File: src/rtl/rpp_fk_pkg.sv
package rpp_fk_pkg;

    localparam int CORDIC_STAGES = 16;

    localparam int ANGLE_W = 16;
    localparam int LEN_W   = 16;
    localparam int R_W     = LEN_W + 1;
    localparam int TRIG_W  = 16;
    localparam int POS_W   = 17;
    localparam int CW      = 33;
    localparam int PROD_W  = R_W + TRIG_W;

    localparam logic signed [CW-1:0] INV_GAIN       = 33'sd652032874;
    localparam logic signed [CW-1:0] PI_SCALED      = 33'sd3373259426;
    localparam logic signed [CW-1:0] HALF_PI_SCALED = 33'sd1686629713;

    localparam int ATAN_ENTRIES = 24;
    localparam logic [31:0] ATAN_TABLE [0:ATAN_ENTRIES-1] = '{
        32'h3243F6A8, 32'h1DAC6705, 32'h0FADBAFC, 32'h07F56EA6, 32'h03FEAB76, 32'h01FFD55B,
        32'h00FFFAAA, 32'h007FFF55, 32'h003FFFEA, 32'h001FFFFD, 32'h000FFFFF, 32'h0007FFFF,
        32'h0003FFFF, 32'h0001FFFF, 32'h0000FFFF, 32'h00007FFF, 32'h00003FFF, 32'h00001FFF,
        32'h00000FFF, 32'h000007FF, 32'h000003FF, 32'h000001FF, 32'h000000FF, 32'h0000007F
    };

    typedef struct packed {
        logic                    neg;
        logic signed [R_W-1:0]   r;
        logic signed [LEN_W-1:0] dz;
    } tag_t;

endpackage

File: src/rtl/rpp_fk_cordic.sv
module rpp_fk_cordic
    import rpp_fk_pkg::*;
(
    input  logic                 aclk,
    input  logic                 aresetn,
    input  logic                 in_valid,
    output logic                 in_ready,
    input  logic signed [CW-1:0] in_z,
    input  tag_t                 in_tag,
    output logic                 out_valid,
    input  logic                 out_ready,
    output logic signed [CW-1:0] out_x,
    output logic signed [CW-1:0] out_y,
    output tag_t                 out_tag
);

    logic                 v_reg   [CORDIC_STAGES];
    logic                 en      [CORDIC_STAGES];
    logic signed [CW-1:0] x_reg   [CORDIC_STAGES];
    logic signed [CW-1:0] y_reg   [CORDIC_STAGES];
    logic signed [CW-1:0] z_reg   [CORDIC_STAGES];
    tag_t                 tag_reg [CORDIC_STAGES];
    logic signed [CW-1:0] x_next  [CORDIC_STAGES];
    logic signed [CW-1:0] y_next  [CORDIC_STAGES];
    logic signed [CW-1:0] z_next  [CORDIC_STAGES];

    for (genvar i = 0; i < CORDIC_STAGES; i++) begin : g_stage
        localparam logic signed [CW-1:0] ATAN_I = $signed({1'b0, ATAN_TABLE[i]});

        logic                 v_prev;
        logic signed [CW-1:0] x_prev;
        logic signed [CW-1:0] y_prev;
        logic signed [CW-1:0] z_prev;
        tag_t                 tag_prev;

        if (i == 0) begin : g_first
            assign v_prev   = in_valid;
            assign x_prev   = INV_GAIN;
            assign y_prev   = '0;
            assign z_prev   = in_z;
            assign tag_prev = in_tag;
        end else begin : g_rest
            assign v_prev   = v_reg[i-1];
            assign x_prev   = x_reg[i-1];
            assign y_prev   = y_reg[i-1];
            assign z_prev   = z_reg[i-1];
            assign tag_prev = tag_reg[i-1];
        end

        if (i == CORDIC_STAGES - 1) begin : g_last
            assign en[i] = !v_reg[i] || out_ready;
        end else begin : g_mid
            assign en[i] = !v_reg[i] || en[i+1];
        end

        always_comb begin
            if (!z_prev[CW-1]) begin
                x_next[i] = x_prev - (y_prev >>> i);
                y_next[i] = y_prev + (x_prev >>> i);
                z_next[i] = z_prev - ATAN_I;
            end else begin
                x_next[i] = x_prev + (y_prev >>> i);
                y_next[i] = y_prev - (x_prev >>> i);
                z_next[i] = z_prev + ATAN_I;
            end
        end

        always_ff @(posedge aclk) begin
            if (!aresetn) begin
                v_reg[i] <= 1'b0;
            end else if (en[i]) begin
                v_reg[i] <= v_prev;
            end
            if (en[i] && v_prev) begin
                x_reg[i]   <= x_next[i];
                y_reg[i]   <= y_next[i];
                z_reg[i]   <= z_next[i];
                tag_reg[i] <= tag_prev;
            end
        end
    end

    assign in_ready  = en[0];
    assign out_valid = v_reg[CORDIC_STAGES-1];
    assign out_x     = x_reg[CORDIC_STAGES-1];
    assign out_y     = y_reg[CORDIC_STAGES-1];
    assign out_tag   = tag_reg[CORDIC_STAGES-1];

endmodule

File: config.mk
export PLATFORM = sky130hd
export DESIGN_NAME = rpp_fk_cordic
export DESIGN_NICKNAME = d
export VERILOG_FILES = /design/src/rtl/rpp_fk_pkg.sv /design/src/rtl/rpp_fk_cordic.sv
export SDC_FILE = /design/constraint.sdc
export NUM_CORES = 2
export LEC_CHECK = 0
export BUFFER_PORTS_ARGS = -buffer_cell sky130_fd_sc_hd__buf_2
export CORE_ASPECT_RATIO = 0.8
export CORE_UTILIZATION = 51
export DETAILED_ROUTE_END_ITERATION = 10
export GPL_TIMING_DRIVEN = 1
export PLACE_DENSITY = 0.74
export SETUP_SLACK_MARGIN = 0.4
export SYNTH_ARGS = -nofsm -noshare
export SYNTH_HDL_FRONTEND = slang
export SYNTH_SLANG_ARGS = --single-unit
File: constraint.sdc
create_clock -name aclk -period 11.55 [get_ports aclk]
set_input_delay 0.5775 -clock aclk [delete_from_list [all_inputs] [get_ports aclk]]
set_output_delay 0.5775 -clock aclk [all_outputs]
set_load 0.01 [all_outputs]
Word level (Yosys, flattened, before mapping)
Memory sizes are Yosys's and may differ from the RTL's.
Index checks and enable logic that the tools add are counted.
{"block": "classes", "n_bitwise": 16, "mux": 144, "n_reduce_logical": 48, "addsub": 92}
{"operator": "$mux W33", "count": 47}
{"operator": "$mux W1", "count": 97}
{"operator": "$add A33 B18 Y33", "count": 2}
{"operator": "$add A33 B19 Y33", "count": 2}
{"operator": "$add A33 B20 Y33", "count": 2}
{"operator": "$add A33 B21 Y33", "count": 2}
{"operator": "$add A33 B22 Y33", "count": 2}
{"operator": "$add A33 B23 Y33", "count": 2}
{"operator": "$add A33 B24 Y33", "count": 2}
{"operator": "$add A33 B25 Y33", "count": 2}
{"operator": "$add A33 B26 Y33", "count": 2}
{"operator": "$add A33 B27 Y33", "count": 2}
{"operator": "$add A33 B28 Y33", "count": 2}
{"operator": "$add A33 B29 Y33", "count": 2}
{"operator": "$add A33 B30 Y33", "count": 2}
{"operator": "$add A33 B31 Y33", "count": 2}
{"operator": "$add A33 B32 Y33", "count": 2}
{"operator": "$sub A33 B18 Y33", "count": 2}
{"operator": "$sub A33 B19 Y33", "count": 2}
{"operator": "$sub A33 B20 Y33", "count": 2}
{"operator": "$sub A33 B21 Y33", "count": 2}
{"operator": "$sub A33 B22 Y33", "count": 2}
{"operator": "$sub A33 B23 Y33", "count": 2}
{"operator": "$sub A33 B24 Y33", "count": 2}
{"operator": "44 further kinds", "count": 112}
{"block": "totals", "register_bits": 0, "inputBits": 71, "ram_bits": 2144, "output_inout_bits": 102, "memories": 5, "word_cells": 305}
{"memory": "tag_reg", "words": 16, "word_bits": 34, "rd": 16, "rd_ports_with_merged_regs": 0, "write_ports": 16, "line_no": "rpp_fk_cordic.sv:22", "rtl": "tag_t tag_reg [CORDIC_STAGES];"}
{"memory": "x_reg", "words": 16, "word_bits": 33, "rd": 16, "rd_ports_with_merged_regs": 0, "write_ports": 16, "line_no": "rpp_fk_cordic.sv:19", "rtl": "logic signed [CW-1:0] x_reg [CORDIC_STAGES];"}
{"memory": "y_reg", "words": 16, "word_bits": 33, "rd": 16, "rd_ports_with_merged_regs": 0, "write_ports": 16, "line_no": "rpp_fk_cordic.sv:20", "rtl": "logic signed [CW-1:0] y_reg [CORDIC_STAGES];"}
{"memory": "z_reg", "words": 16, "word_bits": 33, "rd": 15, "rd_ports_with_merged_regs": 0, "write_ports": 16, "line_no": "rpp_fk_cordic.sv:21", "rtl": "logic signed [CW-1:0] z_reg [CORDIC_STAGES];"}
{"memory": "v_reg", "words": 16, "word_bits": 1, "rd": 16, "rd_ports_with_merged_regs": 0, "write_ports": 16, "line_no": "rpp_fk_cordic.sv:17", "rtl": "logic v_reg [CORDIC_STAGES];"}

Longest topological paths before layout
An unclocked memory read counts as a cell.
{"block": "logic_depth", "depth_word": 22, "depth_mapped": 22, "mapped_depth_nobuf": 22}

Worst setup path before layout
Ideal clock, no wire load.
{"block": "synth_path", "path_kind": "input -> register", "startpoint": "input out_ready", "endpoint": "memory v_reg[6][0], in the netlist v_reg[0][6], data pin", "path_stages": 9, "n_path_buf": 1, "arrival_ns": 11.938, "required_ns": 11.345, "setup_time_ns": 0.205, "path_slack_ns": -0.593, "cell_sequence": "nor2b_1 -> nand3_1 -> nor2_1 -> and3_1 -> and3_1 -> and2_1 -> clkbuf_1 -> a21boi_0 -> and2_1"}
{"item": "from (decl)", "line_no": "rpp_fk_cordic.sv:11", "rtl": "input logic out_ready,"}
{"item": "to (decl)", "line_no": "rpp_fk_cordic.sv:17"}

==> metrics <==
vias per inst=5.78; net count after synthesis=14300; Setup TNS=0 ns; WL final=305 mm; Clock Skew=0.0888 ns; Final Critical Period=5.64 ns; grt ovf=0; die area=268000 um2; Async SR Flop Fraction=0%; post-synthesis sequential area ratio=44.1%; clk_lat worst skew=0.90 ns; vias in the first global route=90500; Worst path top cell family by delay=compound AO/OA/AOI/OAI gates; standard-cell rows=168; commonest non-fill, non-tap cell in the layout=edfxtp_1; synth top area cells=edfxtp_1 44%, ha_1 13%, xnor2_1 8.0%; Final period util=48.8%; global-route wire length before repair=485 mm; fin nets=14600; Syn Inst Count=12800; Chip Width=578 um; PortBufs=172; Sink Count=1989; Setup CP Type=reg -> reg; Max Freq=177 MHz; slowest CP cell=edfxtp_1; clock input transition at the sequential cells of the worst setup and hold paths=0.07 ns; CTS H-tree depth=4; share of cells above drive strength 1=5.16%; commonest non-fill, non-tap cells in the layout=1988 x edfxtp_1, 1428 x a21oi_1, 1402 x ha_1, 1244 x xnor2_1, 1030 x nor2_1; Num CTS Buffers=202; CP cell instances=buf_4 > mux2i_1 > fa_1 > a21o_1 > a21oi_1 > o21ai_1 > nand3_1 > a211oi_1 > o41ai_1 > a31oi_1 > and4_1 > a211oi_1 > o21ai_1 > or4_1 > and3_1; drt first pass iters=6; Final Cell Area=148000 um2; RSZ-0062 raised after global routing=false; Worst Tran Pin Value=1.20 ns; VDD IR-drop max=0.120 mV; share of the synthesized area in the top cell type=44.1%; Max-slew headroom=19.2%; setup violators final=0; Crit path largest cell delay=0.77 ns; IO Count=173; YS warnings=0; Avg Cell Area, Syn=10.6 um2; crit path capture type=flop; worst path required time=12.14 ns; CTS tree=yes; Leak=58.1 nW; fin. max-slew vios=0; maxcap violations=0; RD Place Congestion=0.938; Clock Path Buffers=4; power density over the cells=115 nW/um2; setup ws final=5.91 ns; Core Box Area=263000 um2; Buf/Inv on CP=1; DPL Wire Length=231 mm; #FFs+latches synth=1989; die height=463 um; Iter 0 DRT Violations=7792; Clk Tree Root Cell=clkbuf_16; mapped cell area=135000 um2; CP arrival=6.23 ns; postcts setup bufs=0; largest net degree at the start of global routing=86; DP Area=141000 um2; DRC viols=0; Routed wire per std cell=18.3 um; Worst setup SP type=flop; Top FF cell, synth=edfxtp_1; post-synthesis cell type count=84; P&R area growth vs syn=9.13%; final antenna-violating net count=0; number of synthesized flops with an enable pin=1988; via count=96800; Initial Util=51.5%; max reg flops=544; Synth area leader=edfxtp_1; pre-CTS setup slack=6.08 ns; initial antenna violation count=3; crit-path max FO=62; final hold violation count=0; status=completed; Hold Crit Class=in -> reg; Total GRT Usage=22.2%
metal layers:
| layer | track usage (%) | part of all wire (%) |
|---|---|---|
| met5 | 0 | 0 |
| met2 | 36.4 | 46 |
| met1 | 31.2 | 47 |
| met4 | 5.14 | 2.2 |
| met3 | 2.72 | 5.2 |
report_power, final:
group / total [mW] / internal (mW) / switching (mW)
combinational: 2.04 / 0.888 / 1.15
sequential: 8.23 / 8.13 / 0.0962
clock: 6.71 / 3.88 / 2.83
worst register-to-register path, delay by kind of cell (launching register included):
kind,cells,cell delay [ns]
fa+ha+maj,1,0.44
flops,1,0.77
compound gates,8,2.12
buf+inv,1,0.64
mux,1,0.31
simple gates,4,1.08
stage by stage:
stage	instances	util, %	total power, mW	hold slack [ns]
global placement	16300	53.5	10.3	0.400
detailed placement	16300	53.5	10.4	0.405
CTS	16700	56.2	17.1	0.0146
global route	16700	56.2	17.6	0.0398
finish	16700	56.2	17.0	0.0884
floorplan	12800	-	9.94	0.400
kinds of logic after synthesis:
group	after synthesis	share of synthesized area, %
xor gates and xnor gates	1837	11.9
DFF	1989	44.1
muxes	115	0.899
adders and majority gates	1446	13.6
AOI/OAI and AO/OA	3640	16.7
buffers and inverters	685	1.90
and+or+nand+nor	3045	10.9
worst paths after layout:
kind | end | depth (start not counted) | start | slack [ns]
max reg2reg | y_reg[1][197]$_DFFE_PP_ | 15 | z_reg[1][164]$_DFFE_PP_ | 5.91
min reg2reg | tag_reg[0][174]$_DFFE_PP_ | 0 | tag_reg[0][140]$_DFFE_PP_ | 0.36
max | y_reg[1][197]$_DFFE_PP_ | 15 | z_reg[1][164]$_DFFE_PP_ | 5.91
min | z_reg[0][4]$_DFFE_PP_ | 2 | in_z[4] | 0.09
Yosys cell counts (69+ instances only):
| master | count |
|---|---|
| o21ai_0 | 547 |
| nand2b_1 | 216 |
| o21a_1 | 164 |
| nand4_1 | 75 |
| nand2_1 | 553 |
| edfxtp_1 | 1988 |
| xor2_1 | 593 |
| a21o_1 | 594 |
| inv_1 | 535 |
| a21oi_1 | 1428 |
| a31oi_1 | 119 |
| nor4_1 | 88 |
| nor2b_1 | 177 |
| and3_1 | 109 |
| nand3_1 | 182 |
| nor2_1 | 1030 |
| clkbuf_1 | 117 |
| and2_1 | 69 |
| nor3_1 | 299 |
| a211oi_1 | 118 |
| ha_1 | 1402 |
| xnor2_1 | 1244 |
| o21bai_1 | 191 |
layout make-up:
class | instances | area [um2]
Fill cell | 21900 | 115000
Multi-Input combinational cell | 10100 | 73300
Sequential cell | 1989 | 59700
Clock buffer | 221 | 5190
Tap cell | 3485 | 4360
Inverter | 537 | 2020
Timing Repair Buffer | 275 | 1730
Clock inverter | 138 | 1510
Antenna cell | 3 | 7.51
repair_timing:
item                      CTS  global route
hold endpoints to repair   39             0
hold buffers               39             0
resized for setup           0             0
Power figures use the tool's default switching activity.
